`src/hdl/kts_pkg.sv`:
```
package kts_pkg;

	// Widths of position counters.
	localparam int unsigned OFFSET_BITS = 20;
	localparam int unsigned LINE_BITS   = 16;

	// A pending word keeps its first seven bytes, byte i at bits 8i.
	localparam int unsigned PREFIX_BYTES = 7;
	localparam int unsigned PREFIX_BITS  = 8 * PREFIX_BYTES;

	localparam int unsigned KIND_BITS = 5;

	// Token kinds.
	localparam logic [KIND_BITS-1:0] KIND_EOF        = 5'd0;
	localparam logic [KIND_BITS-1:0] KIND_IDENT      = 5'd1;
	localparam logic [KIND_BITS-1:0] KIND_INTEGER    = 5'd2;
	localparam logic [KIND_BITS-1:0] KIND_STRING     = 5'd3;
	localparam logic [KIND_BITS-1:0] KIND_COLON      = 5'd4;
	localparam logic [KIND_BITS-1:0] KIND_UNTERM     = 5'd5;
	localparam logic [KIND_BITS-1:0] KIND_UNEXPECTED = 5'd6;
	localparam logic [KIND_BITS-1:0] KIND_KW_FIRST   = 5'd7;

	// Character codes the scanner treats specially.
	localparam logic [7:0] CHAR_NUL     = 8'd0;
	localparam logic [7:0] CHAR_NEWLINE = 8'd10;
	localparam logic [7:0] CHAR_SPACE   = 8'd32;
	localparam logic [7:0] CHAR_QUOTE   = 8'd34;
	localparam logic [7:0] CHAR_COLON   = 8'd58;
	localparam logic [7:0] CHAR_UNDER   = 8'd95;

	// Keyword table: literal text (right aligned) and its length.
	localparam int unsigned KW_COUNT = 12;
	localparam logic [PREFIX_BITS-1:0] KW_TEXT [KW_COUNT] = '{
		"Process", "called", "returns", "Integer", "Return", "End",
		"Let", "be", "Set", "to", "plus", "minus"
	};
	localparam logic [2:0] KW_LEN [KW_COUNT] = '{
		3'd7, 3'd6, 3'd7, 3'd7, 3'd6, 3'd3, 3'd3, 3'd2, 3'd3, 3'd2, 3'd4, 3'd5
	};

	// Queue between the scanning front and the emitting back.
	localparam int unsigned QUEUE_DEPTH = 4;
	localparam int unsigned QPTR_BITS   = $clog2(QUEUE_DEPTH);
	localparam int unsigned QCNT_BITS   = $clog2(QUEUE_DEPTH + 1);

	typedef struct packed {
		logic [KIND_BITS-1:0]   kind;
		logic                   is_word;
		logic [LINE_BITS-1:0]   line;
		logic [LINE_BITS-1:0]   column;
		logic [OFFSET_BITS-1:0] start;
		logic [OFFSET_BITS-1:0] length;
	} tok_t;

	// One queue entry holds every token that one request produced.
	typedef struct packed {
		logic                   two;
		tok_t                   a;
		logic [PREFIX_BITS-1:0] prefix;
		tok_t                   b;
	} entry_t;

	typedef struct packed {
		logic full;
		logic empty;
	} q_stat_t;

	function automatic logic [LINE_BITS-1:0] sat_inc_line(input logic [LINE_BITS-1:0] v);
		return (v == '1) ? v : v + 1'b1;
	endfunction

	function automatic logic [OFFSET_BITS-1:0] sat_inc_off(input logic [OFFSET_BITS-1:0] v);
		return (v == '1) ? v : v + 1'b1;
	endfunction

	function automatic tok_t make_tok(
		input logic [KIND_BITS-1:0]   kind,
		input logic                   is_word,
		input logic [LINE_BITS-1:0]   line,
		input logic [LINE_BITS-1:0]   column,
		input logic [OFFSET_BITS-1:0] start,
		input logic [OFFSET_BITS-1:0] length
	);
		tok_t t;
		t.kind    = kind;
		t.is_word = is_word;
		t.line    = line;
		t.column  = column;
		t.start   = start;
		t.length  = length;
		return t;
	endfunction

	// Keyword text rearranged so that its first byte sits at the bottom.
	function automatic logic [PREFIX_BITS-1:0] kw_packed(input int unsigned idx);
		logic [PREFIX_BITS-1:0] lit;
		logic [PREFIX_BITS-1:0] res;
		int unsigned n;
		lit = KW_TEXT[idx];
		n   = KW_LEN[idx];
		res = '0;
		for (int unsigned j = 0; j < PREFIX_BYTES; j++) begin
			if (j < n) begin
				res[8*j +: 8] = lit[8*(n-1-j) +: 8];
			end
		end
		return res;
	endfunction

	function automatic logic [KIND_BITS-1:0] word_kind(
		input logic [PREFIX_BITS-1:0] prefix,
		input logic [OFFSET_BITS-1:0] length
	);
		logic [KIND_BITS-1:0] res;
		res = KIND_IDENT;
		for (int unsigned i = 0; i < KW_COUNT; i++) begin
			if (length == OFFSET_BITS'(KW_LEN[i]) && prefix == kw_packed(i)) begin
				res = KIND_KW_FIRST + KIND_BITS'(i);
			end
		end
		return res;
	endfunction

endpackage

```
`src/hdl/kts_in_if.sv`:
```
interface kts_in_if import kts_pkg::*; ();
	logic       valid;
	logic       ready;
	logic [7:0] ch;
	logic       at_end;

	modport source(output valid, ch, at_end, input ready);
	modport sink(input valid, ch, at_end, output ready);
endinterface

```
`src/hdl/kts_out_if.sv`:
```
interface kts_out_if import kts_pkg::*; ();
	logic                   valid;
	logic                   ready;
	logic [KIND_BITS-1:0]   kind;
	logic [LINE_BITS-1:0]   tok_line;
	logic [LINE_BITS-1:0]   tok_column;
	logic [OFFSET_BITS-1:0] tok_start;
	logic [OFFSET_BITS-1:0] tok_length;
	logic                   last;

	modport source(output valid, kind, tok_line, tok_column, tok_start, tok_length, last,
		input ready);
	modport sink(input valid, kind, tok_line, tok_column, tok_start, tok_length, last,
		output ready);
endinterface

```
`src/hdl/kts_front.sv`:
```
module kts_front import kts_pkg::*; (
	input  logic     clk,
	input  logic     arst_n,
	kts_in_if.sink   in,
	input  q_stat_t  stat,
	output logic     push,
	output entry_t   entry
);

	typedef enum logic [3:0] {
		MODE_IDLE = 4'b0001,
		MODE_INT  = 4'b0010,
		MODE_WORD = 4'b0100,
		MODE_STR  = 4'b1000
	} mode_t;

	mode_t                  mode_q, n_mode;
	logic [LINE_BITS-1:0]   cur_line_q, cur_col_q, st_line_q, st_col_q;
	logic [LINE_BITS-1:0]   n_cur_line, n_cur_col, n_st_line, n_st_col;
	logic [OFFSET_BITS-1:0] cur_off_q, st_off_q, run_q;
	logic [OFFSET_BITS-1:0] n_cur_off, n_st_off, n_run;
	logic [PREFIX_BITS-1:0] prefix_q, n_prefix;

	logic accept, is_end, is_space, is_digit, is_alpha, is_wordch, is_quote;
	logic has_f, has_o, adv;
	tok_t tok_f, tok_o;

	assign in.ready = !stat.full;
	assign accept   = in.valid && in.ready;

	always_comb begin
		is_end    = in.at_end || (in.ch == CHAR_NUL);
		is_space  = (in.ch == CHAR_SPACE) || (in.ch inside {[8'd9:8'd13]});
		is_digit  = in.ch inside {["0":"9"]};
		is_alpha  = in.ch inside {["A":"Z"], ["a":"z"]};
		is_wordch = is_alpha || is_digit || (in.ch == CHAR_UNDER);
		is_quote  = (in.ch == CHAR_QUOTE);
	end

	always_comb begin
		n_mode     = mode_q;
		n_cur_line = cur_line_q;
		n_cur_col  = cur_col_q;
		n_cur_off  = cur_off_q;
		n_st_line  = st_line_q;
		n_st_col   = st_col_q;
		n_st_off   = st_off_q;
		n_run      = run_q;
		n_prefix   = prefix_q;
		has_f      = 1'b0;
		has_o      = 1'b0;
		adv        = 1'b0;
		tok_f      = make_tok(KIND_IDENT, 1'b0, st_line_q, st_col_q, st_off_q, run_q);
		tok_o      = make_tok(KIND_EOF, 1'b0, cur_line_q, cur_col_q, cur_off_q, '0);

		if (is_end) begin
			// Pending token, then end of file; afterwards everything returns to reset.
			if (mode_q == MODE_STR) begin
				has_f      = 1'b1;
				tok_f.kind = KIND_UNTERM;
			end else if (mode_q == MODE_INT) begin
				has_f      = 1'b1;
				tok_f.kind = KIND_INTEGER;
			end else if (mode_q == MODE_WORD) begin
				has_f         = 1'b1;
				tok_f.is_word = 1'b1;
			end
			has_o      = 1'b1;
			n_mode     = MODE_IDLE;
			n_cur_line = LINE_BITS'(1);
			n_cur_col  = LINE_BITS'(1);
			n_cur_off  = '0;
			n_st_line  = LINE_BITS'(1);
			n_st_col   = LINE_BITS'(1);
			n_st_off   = '0;
			n_run      = '0;
			n_prefix   = '0;
		end else if (mode_q == MODE_STR) begin
			adv = 1'b1;
			if (is_quote) begin
				has_o  = 1'b1;
				tok_o  = make_tok(KIND_STRING, 1'b0, st_line_q, st_col_q, st_off_q, run_q);
				n_mode = MODE_IDLE;
			end else begin
				n_run = sat_inc_off(run_q);
			end
		end else if ((mode_q == MODE_INT && is_digit) || (mode_q == MODE_WORD && is_wordch)) begin
			adv   = 1'b1;
			n_run = sat_inc_off(run_q);
			if (mode_q == MODE_WORD) begin
				for (int unsigned j = 0; j < PREFIX_BYTES; j++) begin
					if (run_q == OFFSET_BITS'(j)) begin
						n_prefix[8*j +: 8] = in.ch;
					end
				end
			end
		end else begin
			// This byte ends any pending number or word, then starts something new.
			if (mode_q == MODE_INT) begin
				has_f      = 1'b1;
				tok_f.kind = KIND_INTEGER;
			end else if (mode_q == MODE_WORD) begin
				has_f         = 1'b1;
				tok_f.is_word = 1'b1;
			end
			n_mode = MODE_IDLE;
			adv    = 1'b1;
			if (is_quote) begin
				// Strings report their text from the byte after the quote.
				n_mode    = MODE_STR;
				n_st_line = cur_line_q;
				n_st_col  = cur_col_q;
				n_st_off  = sat_inc_off(cur_off_q);
				n_run     = '0;
				n_prefix  = '0;
			end else if (is_digit || is_alpha) begin
				n_mode    = is_digit ? MODE_INT : MODE_WORD;
				n_st_line = cur_line_q;
				n_st_col  = cur_col_q;
				n_st_off  = cur_off_q;
				n_run     = OFFSET_BITS'(1);
				n_prefix  = is_digit ? '0 : PREFIX_BITS'(in.ch);
			end else if (!is_space) begin
				has_o = 1'b1;
				tok_o = make_tok((in.ch == CHAR_COLON) ? KIND_COLON : KIND_UNEXPECTED, 1'b0,
					cur_line_q, cur_col_q, cur_off_q, OFFSET_BITS'(1));
			end
		end

		if (adv) begin
			if (in.ch == CHAR_NEWLINE) begin
				n_cur_line = sat_inc_line(cur_line_q);
				n_cur_col  = LINE_BITS'(1);
			end else begin
				n_cur_col = sat_inc_line(cur_col_q);
			end
			n_cur_off = sat_inc_off(cur_off_q);
		end
	end

	always_comb begin
		push         = accept && (has_f || has_o);
		entry.two    = has_f && has_o;
		entry.a      = has_f ? tok_f : tok_o;
		entry.prefix = prefix_q;
		entry.b      = tok_o;
	end

	always_ff @(posedge clk or negedge arst_n) begin
		if (!arst_n) begin
			mode_q     <= MODE_IDLE;
			cur_line_q <= LINE_BITS'(1);
			cur_col_q  <= LINE_BITS'(1);
			cur_off_q  <= '0;
			st_line_q  <= LINE_BITS'(1);
			st_col_q   <= LINE_BITS'(1);
			st_off_q   <= '0;
			run_q      <= '0;
			prefix_q   <= '0;
		end else if (accept) begin
			mode_q     <= n_mode;
			cur_line_q <= n_cur_line;
			cur_col_q  <= n_cur_col;
			cur_off_q  <= n_cur_off;
			st_line_q  <= n_st_line;
			st_col_q   <= n_st_col;
			st_off_q   <= n_st_off;
			run_q      <= n_run;
			prefix_q   <= n_prefix;
		end
	end

endmodule

```
`src/hdl/kts_queue.sv`:
```
module kts_queue import kts_pkg::*; (
	input  logic    clk,
	input  logic    arst_n,
	input  logic    push,
	input  entry_t  wr_entry,
	input  logic    pop,
	output entry_t  head,
	output q_stat_t stat
);

	entry_t                 slot_q [QUEUE_DEPTH];
	logic [QPTR_BITS-1:0]   wr_ptr_q, rd_ptr_q;
	logic [QCNT_BITS-1:0]   count_q;

	assign stat.full  = (count_q == QCNT_BITS'(QUEUE_DEPTH));
	assign stat.empty = (count_q == '0);
	assign head       = slot_q[rd_ptr_q];

	always_ff @(posedge clk) begin
		if (push) begin
			slot_q[wr_ptr_q] <= wr_entry;
		end
	end

	always_ff @(posedge clk or negedge arst_n) begin
		if (!arst_n) begin
			wr_ptr_q <= '0;
			rd_ptr_q <= '0;
			count_q  <= '0;
		end else begin
			if (push) begin
				wr_ptr_q <= (wr_ptr_q == QPTR_BITS'(QUEUE_DEPTH - 1)) ? '0 : wr_ptr_q + 1'b1;
			end
			if (pop) begin
				rd_ptr_q <= (rd_ptr_q == QPTR_BITS'(QUEUE_DEPTH - 1)) ? '0 : rd_ptr_q + 1'b1;
			end
			case ({push, pop})
				2'b10:   count_q <= count_q + 1'b1;
				2'b01:   count_q <= count_q - 1'b1;
				default: count_q <= count_q;
			endcase
		end
	end

endmodule

```
`src/hdl/kts_back.sv`:
```
module kts_back import kts_pkg::*; (
	input  logic      clk,
	input  logic      arst_n,
	input  entry_t    head,
	input  q_stat_t   stat,
	output logic      pop,
	kts_out_if.source out
);

	logic                   phase_q;
	logic                   out_valid_q, out_last_q;
	logic [KIND_BITS-1:0]   out_kind_q;
	logic [LINE_BITS-1:0]   out_line_q, out_col_q;
	logic [OFFSET_BITS-1:0] out_start_q, out_len_q;

	logic                 take, sel_last;
	tok_t                 sel;
	logic [KIND_BITS-1:0] sel_kind;

	assign take = !stat.empty && (!out_valid_q || out.ready);

	always_comb begin
		sel      = phase_q ? head.b : head.a;
		sel_last = phase_q || !head.two;
		sel_kind = sel.is_word ? word_kind(head.prefix, sel.length) : sel.kind;
		pop      = take && sel_last;
	end

	always_ff @(posedge clk or negedge arst_n) begin
		if (!arst_n) begin
			phase_q     <= 1'b0;
			out_valid_q <= 1'b0;
		end else begin
			if (take) begin
				phase_q <= !sel_last;
			end
			if (take) begin
				out_valid_q <= 1'b1;
			end else if (out.ready) begin
				out_valid_q <= 1'b0;
			end
		end
	end

	always_ff @(posedge clk) begin
		if (take) begin
			out_kind_q  <= sel_kind;
			out_line_q  <= sel.line;
			out_col_q   <= sel.column;
			out_start_q <= sel.start;
			out_len_q   <= sel.length;
			out_last_q  <= sel_last;
		end
	end

	assign out.valid      = out_valid_q;
	assign out.kind       = out_kind_q;
	assign out.tok_line   = out_line_q;
	assign out.tok_column = out_col_q;
	assign out.tok_start  = out_start_q;
	assign out.tok_length = out_len_q;
	assign out.last       = out_last_q;

endmodule

```
`src/hdl/keyword_token_scanner.sv`:
```
// Channel   Role   Request carries                                    Accepted when
// in        sink   ch, at_end                                         valid && ready
// out       source kind, tok_line, tok_column, tok_start, tok_length, valid && ready
//                  last
//
// One request is accepted per cycle while the queue is not full; the front scans
// the byte in the cycle it is accepted and files every token it causes as one
// entry in a four-entry queue. The back emits one token per cycle from the queue
// into an output register unless out.ready is low, which stalls the back alone;
// a request's tokens go out in turn, via a queue slot and then the output register.
// Reset is asynchronous and clears all scanner state and queue pointers and count
// at once, but not the queue slots. in.ready falls only while the queue is full.
module keyword_token_scanner import kts_pkg::*; (
	input  logic      clk,
	input  logic      arst_n,
	kts_in_if.sink    in,
	kts_out_if.source out
);

	// The front keeps position counters and the pending token, and decides per
	// byte which tokens are complete. Word kinds are resolved in the back by a
	// parallel compare against the twelve keywords.
	logic    q_push, q_pop;
	entry_t  q_wr_entry, q_head;
	q_stat_t q_stat;

	kts_front u_front (
		.clk    (clk),
		.arst_n (arst_n),
		.in     (in),
		.stat   (q_stat),
		.push   (q_push),
		.entry  (q_wr_entry)
	);

	kts_queue u_queue (
		.clk      (clk),
		.arst_n   (arst_n),
		.push     (q_push),
		.wr_entry (q_wr_entry),
		.pop      (q_pop),
		.head     (q_head),
		.stat     (q_stat)
	);

	kts_back u_back (
		.clk    (clk),
		.arst_n (arst_n),
		.head   (q_head),
		.stat   (q_stat),
		.pop    (q_pop),
		.out    (out)
	);

	// The queue is never written while full.
	a_no_overflow: assert property (@(posedge clk) disable iff (!arst_n)
		q_push |-> !q_stat.full)
		else $error("queue written while full");

	// The second token of a request follows straight after the first.
	a_pair_follows: assert property (@(posedge clk) disable iff (!arst_n)
		out.valid && out.ready && !out.last |=> out.valid)
		else $error("second token of a request did not follow");

	// End of file always closes the tokens of its request.
	a_eof_last: assert property (@(posedge clk) disable iff (!arst_n)
		out.valid && out.kind == KIND_EOF |-> out.last)
		else $error("end-of-file token not marked last");

	// Nothing is popped from an empty queue.
	a_no_underflow: assert property (@(posedge clk) disable iff (!arst_n)
		q_pop |-> !q_stat.empty)
		else $error("queue read while empty");

endmodule

```
`src/flat_wrapper.sv`:
```
// flat-port wrapper written by rule: the top's interface ports become plain ports
module keyword_token_scanner_flat import kts_pkg::*;
  (clk, arst_n, in_valid, in_ch, in_at_end, in_ready, out_valid, out_kind, out_tok_line, out_tok_column, out_tok_start, out_tok_length, out_last, out_ready);
  kts_in_if in_i ();
  kts_out_if out_i ();
  input  logic clk;
  input  logic arst_n;
  input wire logic [$bits(in_i.valid)-1:0] in_valid;
  input wire logic [$bits(in_i.ch)-1:0] in_ch;
  input wire logic [$bits(in_i.at_end)-1:0] in_at_end;
  output wire logic [$bits(in_i.ready)-1:0] in_ready;
  output wire logic [$bits(out_i.valid)-1:0] out_valid;
  output wire logic [$bits(out_i.kind)-1:0] out_kind;
  output wire logic [$bits(out_i.tok_line)-1:0] out_tok_line;
  output wire logic [$bits(out_i.tok_column)-1:0] out_tok_column;
  output wire logic [$bits(out_i.tok_start)-1:0] out_tok_start;
  output wire logic [$bits(out_i.tok_length)-1:0] out_tok_length;
  output wire logic [$bits(out_i.last)-1:0] out_last;
  input wire logic [$bits(out_i.ready)-1:0] out_ready;
  assign in_i.valid = in_valid;
  assign in_i.ch = in_ch;
  assign in_i.at_end = in_at_end;
  assign in_ready = in_i.ready;
  assign out_valid = out_i.valid;
  assign out_kind = out_i.kind;
  assign out_tok_line = out_i.tok_line;
  assign out_tok_column = out_i.tok_column;
  assign out_tok_start = out_i.tok_start;
  assign out_tok_length = out_i.tok_length;
  assign out_last = out_i.last;
  assign out_i.ready = out_ready;
  keyword_token_scanner u_core (.clk(clk), .arst_n(arst_n), .in(in_i), .out(out_i));
endmodule
```
`config.mk`:
```
export PLATFORM = sky130hd
export DESIGN_NAME = keyword_token_scanner_flat
export DESIGN_NICKNAME = d
export VERILOG_FILES = /design/src/hdl/kts_pkg.sv /design/src/hdl/kts_in_if.sv /design/src/hdl/kts_out_if.sv /design/src/hdl/kts_front.sv /design/src/hdl/kts_queue.sv /design/src/hdl/kts_back.sv /design/src/hdl/keyword_token_scanner.sv /design/src/flat_wrapper.sv
export SDC_FILE = /design/constraint.sdc
export NUM_CORES = 1
export LEC_CHECK = 0
export ABC_AREA = 1
export CAP_MARGIN = 20
export CORE_ASPECT_RATIO = 0.9
export CORE_MARGIN = 1.5
export CORE_UTILIZATION = 35
export CTS_CLUSTER_SIZE = 16
export DETAILED_ROUTE_END_ITERATION = 8
export DONT_BUFFER_PORTS = 1
export PLACE_DENSITY = 0.56
export SLEW_MARGIN = 20
export SYNTH_ARGS = -nofsm -noshare
export SYNTH_HDL_FRONTEND = slang
export SYNTH_SLANG_ARGS = --single-unit
```
`constraint.sdc`:
```
create_clock -name clk -period 13.82 [get_ports clk]
set_input_delay 2.764 -clock clk [delete_from_list [all_inputs] [get_ports clk]]
set_output_delay 2.764 -clock clk [all_outputs]
set_load 0.05 [all_outputs]
```
==> summary.txt, run 1 <==
Tcrit/Tclk final - 0.527
Top cell type's share of synthesized area - 0.568
Max rail drop VDD - 0.000170 V
Final net count - 4,597
Yosys warning total - 0
Starting Density - 0.354
Status - finished, final reports clean
Max_slew headroom - 0.280
DRC errors left - 0
Worst Reg-to-Reg Cells - 10
Setup Viol. Count Final - 0
All-Layer GR Usage - 0.174
CTS tree - yes
Die W - 394 um
Post-synth top area cell - edfxtp_1
WL final - 122,000 um
Netlist Area Pre-Place - 48,100 um^2
Crit path capture type - flip-flop
Max H-tree Level - 3
Clock-pin slew on the worst setup and hold paths - 0.06 ns
Distinct cells, synth - 56
Register area share after synthesis - 0.669
CP Max Fanout - 57
CTS Hold Bufs - 0
Ant diodes - 0
Final hold vios - 0
Post-DP HPWL - 68,500 um
First-pass GRT wire length - 189,000 um
GRT overflow - 0
CTS Root Cell - clkbuf_16
Detailed Routing Iterations Pass 1 - 5
Share of cells above drive strength 1 - 0.0597
Hold depth - 2
PortBufs - 0
Post-CTS Setup Inserts - 0
Max Buffers Root-to-Sink - 3
R2R Path End - u_core.u_queue.slot_q[3][33]
RR Startpoint - u_core.u_front.mode_q[1]
Gpl congestion - 0.902
Crit Path Class - input pin to flip-flop
CTS resizes - 0
HP Start - u_core.u_front.st_line_q[0]
Antenna viol nets, final - 0
Ys async rst share - 0.175
Hold crit path type - flip-flop to flip-flop
Die height - 355 um
Setup ws final - 6.54 ns
Via/cell ratio - 4.99
Fin Clk Skew - 0.0483 ns
Mapped Nets - 4,675
Critical path launch point type - input pin
Rows - 128
Power per Cell Area - 212 nW/um^2
Leakage power - 19.8 nW
Pre-CTS setup slack - 5.78 ns
Largest net degree at the start of global routing - 194
Area of the multi-input gates - 13,400 um^2
IO Count - 93
Drt wl/cell - 18.8 um
Inst Count DP - 6,273
Skew-Pair Late Insertion Delay - 0.74 ns
Vias in the first global route - 31,497
Synth area leaders - edfxtp_1, dfrtp_1, nand2_1
FF-to-FF setup slack - 8.94 ns
Fill count - 13,239
Post-synthesis average cell area - 10.3 um^2
Post-synthesis cell count - 4,648
Total CTS buffers - 115
Critical path arrival - 7.62 ns
Total power - 0.0113 W
Core area - 136,000 um^2
TritonCTS Sinks - 1,103
Top post-synthesis cells by count - nand2_1, edfxtp_1, nor2_1, inv_1, o21ai_0
Hold EP - u_core.u_front.st_line_q[0]
Worst EP required - 14.16 ns
Synth-to-Final Area Change - 10.9%
Worst slew pin tran - 1.08 ns
Predominant post-synthesis flop cell - edfxtp_1
Initial antenna violation count - 3
Die ar. - 140,000 um^2
RSZ-0062 raised after global routing - false
Max-slew violations - 0
DRT iter0 DRCs - 2,797
F_max - 0.137 GHz
Synth Register Bits - 1,103
Post-route non-filler standard cell count - 6,491
Post-synth EDFFs - 910
Most frequent cell after synthesis - nand2_1
Max Cap Viol - 0
Vias - 32,416
Setup TNS - 0 ns
Register area - 32,200 um^2
Tmin final - 7.28 ns
## layout by cell type (no fill, tap or decap), types with 41 or more instances in the layout
cell,synthesis,layout
edfxtp_1,910,910
a21oi_1,75,75
nand3_1,333,333
clkbuf_16,0,116
o21ai_1,89,89
nand2_1,1025,1024
nor3_1,41,41
inv_1,376,374
nor2_1,665,659
o21ai_0,376,376
o22ai_1,62,62
dfrtp_1,188,185
a31oi_1,53,53
## power breakdown
part           switching, W  internal, W
logic               0.00236     0.000759
clock network       0.00131      0.00174
registers          0.000695      0.00444
total               0.00437      0.00695
## flip-flops by register name (all words and copies together), names as in the netlist, 2 cells and up
name,flops
u_core.u_front.st_col_q,16
u_core.u_front.cur_line_q,16
u_core.u_front.run_q,20
u_core.u_back.out.tok_start,20
u_core.u_queue.slot_q,832
u_core.u_queue.rd_ptr_q,2
u_core.u_queue.wr_ptr_q,2
u_core.u_queue.count_q,3
u_core.u_front.cur_off_q,20
u_core.u_back.out.tok_length,20
u_core.u_front.prefix_q,56
u_core.u_front.st_line_q,16
u_core.u_front.mode_q,4
u_core.u_front.st_off_q,20
u_core.u_back.out.tok_column,16
u_core.u_back.out.kind,5
u_core.u_front.cur_col_q,16
u_core.u_back.out.tok_line,16
## through the flow
stage	util	hold WS, ns	instance area, um^2
finish	0.393	0.482	53300
global route	0.393	0.516	53300
CTS	0.393	0.486	53300
detailed placement	0.365	0.476	49600
global placement	0.365	0.468	49600
floorplan	-	0.446	48100
## area by class of cell
class | count | share of cell area
clock buffers | 155 | 0.0594
clock inverters | 63 | 0.0103
inverters | 396 | 0.0283
multi-input cells | 2922 | 0.250
flip-flops and latches | 1103 | 0.603
well taps | 1820 | 0.0427
repair buffers | 32 | 0.00568
## critical path: stages
cell	delay [ns]
inv_1	0.09
nand2_1	0.10
nor2_2	0.17
nand2_1	0.08
inv_1	0.06
or2_1	0.70
inv_2	0.52
nand2_2	0.29
nand2_4	0.31
nand3_1	0.30
nand2_1	0.36
nor2_4	0.88
buf_4	0.85
## layer usage
metal | up-vias | global-route usage | wire length, um
met1 | 15771 | 0.242 | 55900
met5 | - | 0 | 13
met4 | 2 | 0.0513 | 2830
met3 | 168 | 0.0319 | 7340
met2 | 812 | 0.277 | 55900
li1 | 15663 | - | -
## worst max-delay path by stage
stage                     startpoint                             to  slack, ns
after floorplan             in_ch[7]    u_core.u_queue.slot_q[0][0]       0.39
after global placement      in_ch[7]   u_core.u_queue.slot_q[0][30]       5.87
after detailed placement    in_ch[7]   u_core.u_queue.slot_q[3][33]       5.78
after CTS                   in_ch[7]   u_core.u_queue.slot_q[3][33]       6.53
after global routing        in_ch[7]  u_core.u_queue.slot_q[3][165]       6.19
final                       in_ch[7]   u_core.u_queue.slot_q[3][33]       6.54
## logic make-up after synthesis
group,after synthesis,synth area share
AO/OA/AOI/OAI,707,0.0797
XOR/XNOR,40,0.00729
adder cells (fa/ha/maj),14,0.00380
buffers and inverters,623,0.0542
flip-flops,1103,0.669
multiplexers,1,0.000208
AND/OR/NAND/NOR,2160,0.186
No activity file was read; power rests on OpenSTA's default activity.
==> inputs of run 2 (changes only) <==
- clock period: 13.82 -> 6.7 ns (I/O delays scaled with it)
==> summary.txt, run 2 (synthesis results as in run 1) <==
Pre-CTS setup slack - 1.67 ns (-4.11 ns)
Seq pwr share - 0.451 (-0.003)
IO Count - 93 (unchanged)
First-pass GRT wire length - 188,000 um (-0.70%)
Switching power total - 0.00898 W (+110%)
Top Metal Used - met5
Die height - 355 um (unchanged)
Die W - 394 um (unchanged)
Net Sw Frac - 0.381 (-0.00505)
Most common cell after layout, fill and taps aside - nand2_1
GRT overflow - 0 (unchanged)
Met3 wire len - 8350 um (+14%)
Tcrit/Tclk final - 0.646
Hold crit path type - input pin to async pin
Drt wl/cell - 18.8 um (about the same)
Synth-to-Final Area Change - 11.7%
Max Cap Viol - 0 (unchanged)
PortBufs - 0 (unchanged)
Critical path arrival - 4.77 ns (-2.85 ns)
Clock-pin slew on the worst setup and hold paths - 0.06 ns (about the same)
Wire length on met2 - 55,700 um (-0.38%)
Final core utilization - 0.395 (+0.00276)
Crit Path Class - flip-flop to flip-flop
Max reg flops - 832 (unchanged)
WHS - 0.387 ns (-0.0950 ns)
Power per Cell Area - 439 nW/um^2 (+110%)
Post-CTS Setup Inserts - 0 (unchanged)
DRT met1 WL - 55,800 um (-0.23%)
Setup ws final - 2.37 ns (-4.17 ns)
FF-to-FF setup slack - 2.37 ns (-6.57 ns)
WL final - 122,000 um (about the same)
Starting Density - 0.354 (unchanged)
Max-slew violations - 0 (unchanged)
Ant diodes - 0 (unchanged)
Critical path launch point type - flip-flop
CTS Root Cell - clkbuf_16
Crit path capture type - flip-flop
R2R Path End - u_core.u_back.out.kind[0]
Setup Viol. Count Final - 0 (unchanged)
Most frequent cells in the layout - nand2_1, edfxtp_1, nor2_1
Final instance area - 53,700 um^2 (+0.70%)
Worst EP required - 7.14 ns (-7.02 ns)
Max H-tree Level - 3 (unchanged)
Clock share of power - 0.276 (+0.006)
Max_slew headroom - 0.295 (+0.0146)
RR Startpoint - u_core.u_queue.rd_ptr_q[1]
Vias - 32,385 (-0.096%)
Register area - 32,200 um^2 (unchanged)
Final net count - 4,604 (+0.15%)
Skew-Pair Late Insertion Delay - 0.73 ns (about the same)
Top reg by flops - u_core.u_queue.slot_q
Initial antenna violation count - 4 (+1)
Post-DP Area - 49,800 um^2 (+0.31%)
Detailed Routing Iterations Pass 1 - 5 (unchanged)
Max Buffers Root-to-Sink - 3 (unchanged)
Final hold vios - 0 (unchanged)
Fill count - 13,122 (-0.88%)
CTS Hold Bufs - 0 (unchanged)
DRC errors left - 0 (unchanged)
CP Max Fanout - 122 (+110%)
Leakage power - 20.0 nW (+0.80%)
Core area - 136,000 um^2 (unchanged)
Pint - 0.0146 W (+110%)
Total CTS buffers - 114 (-0.87%)
All-Layer GR Usage - 0.172 (-0.00148)
Tmin final - 4.33 ns
Worst Reg-to-Reg Cells - 16 (+6)
Worst slew pin tran - 1.06 ns (-0.0220 ns)
CP Launch Point - u_core.u_queue.rd_ptr_q[1]
DRT iter0 DRCs - 3,016 (+7.8%)
F_max - 0.231 GHz
Rows - 128 (unchanged)
Die ar. - 140,000 um^2 (unchanged)
CTS resizes - 0 (unchanged)
Setup crit end - u_core.u_back.out.kind[0]
Area of the multi-input gates - 13,400 um^2 (unchanged)
Top flop regs - u_core.u_queue.slot_q: 832 flops, u_core.u_front.prefix_q: 56 flops
Post-DP HPWL - 70,200 um (+2.5%)
Largest net degree at the start of global routing - 194 (unchanged)
Gate power share - 0.273 (-0.003)
CTS tree - yes
Vias in the first global route - 31,005 (-1.6%)
Share of cells above drive strength 1 - 0.0618 (+0.00205)
Max rail drop VDD - 0.000300 V (+76%)
Via/cell ratio - 4.98 (-0.20%)
TritonCTS Sinks - 1,103 (unchanged)
RSZ-0062 raised after global routing - false
Gpl congestion - 0.882 (-2.3%)
Antenna viol nets, final - 0 (unchanged)
Fin Clk Skew - 0.0512 ns (+0.00287 ns)
Status - finished, final reports clean
## run 2: critical path, stage by stage (launching register included)
cell     delay (ns)
dfrtp_4        0.93
inv_8          0.50
buf_4          0.46
nand3_1        0.16
nand2_1        0.09
nand2_1        0.06
nand2_1        0.15
nor2_1         0.14
nand2_1        0.06
nor2_1         0.49
nand2_1        0.20
nor2_1         0.25
nand2_1        0.10
nand2_1        0.09
nor2_1         0.04
nand4_1        0.14
nand2_1        0.08
## run 2: how the worst min path moves through the flow
stage,cells past startpoint,endpoint,slack [ns],startpoint
5_1_grt,0,u_core.u_front.prefix_q[23],0.34,arst_n
2_1_floorplan,1,u_core.u_queue.count_q[0],0.45,u_core.u_queue.count_q[0]
3_5_place_dp,2,u_core.u_front.st_line_q[0],0.46,u_core.u_front.st_line_q[0]
6_report,0,u_core.u_front.prefix_q[21],0.39,arst_n
3_3_place_gp,2,u_core.u_front.st_line_q[0],0.46,u_core.u_front.st_line_q[0]
4_1_cts,0,u_core.u_front.prefix_q[21],0.32,arst_n
## run 2: cell type report
class                   instances  share of cell area
clock inverters                61              0.0140
flip-flops and latches       1103               0.599
multi-input cells            2922               0.249
repair buffers                 40             0.00899
well taps                    1820              0.0424
inverters                     396              0.0282
clock buffers                 156              0.0589
## run 2: metrics by stage
stage          power, W  instances  setup TNS, ns
5_1_grt          0.0249       6498              0
2_1_floorplan    0.0152       4648       -1512.36
3_3_place_gp     0.0172       6280              0
4_1_cts          0.0238       6497              0
6_report         0.0236       6498              0
3_5_place_dp     0.0173       6280              0
## run 2: metal layers
metal  global-route usage  vias up
li1                     -    15686
met1                0.239    15723
met2                0.277      819
met3               0.0389      151
met4               0.0377        6
met5                    0        -
## run 2: power groups by stage
stage          clock [W]  combinational [W]  sequential (W)
5_1_grt          0.00692            0.00724          0.0108
4_1_cts          0.00665            0.00652          0.0107
3_3_place_gp           0            0.00646          0.0108
6_report         0.00651            0.00644          0.0106
2_1_floorplan          0            0.00451          0.0107
3_5_place_dp           0            0.00650          0.0108
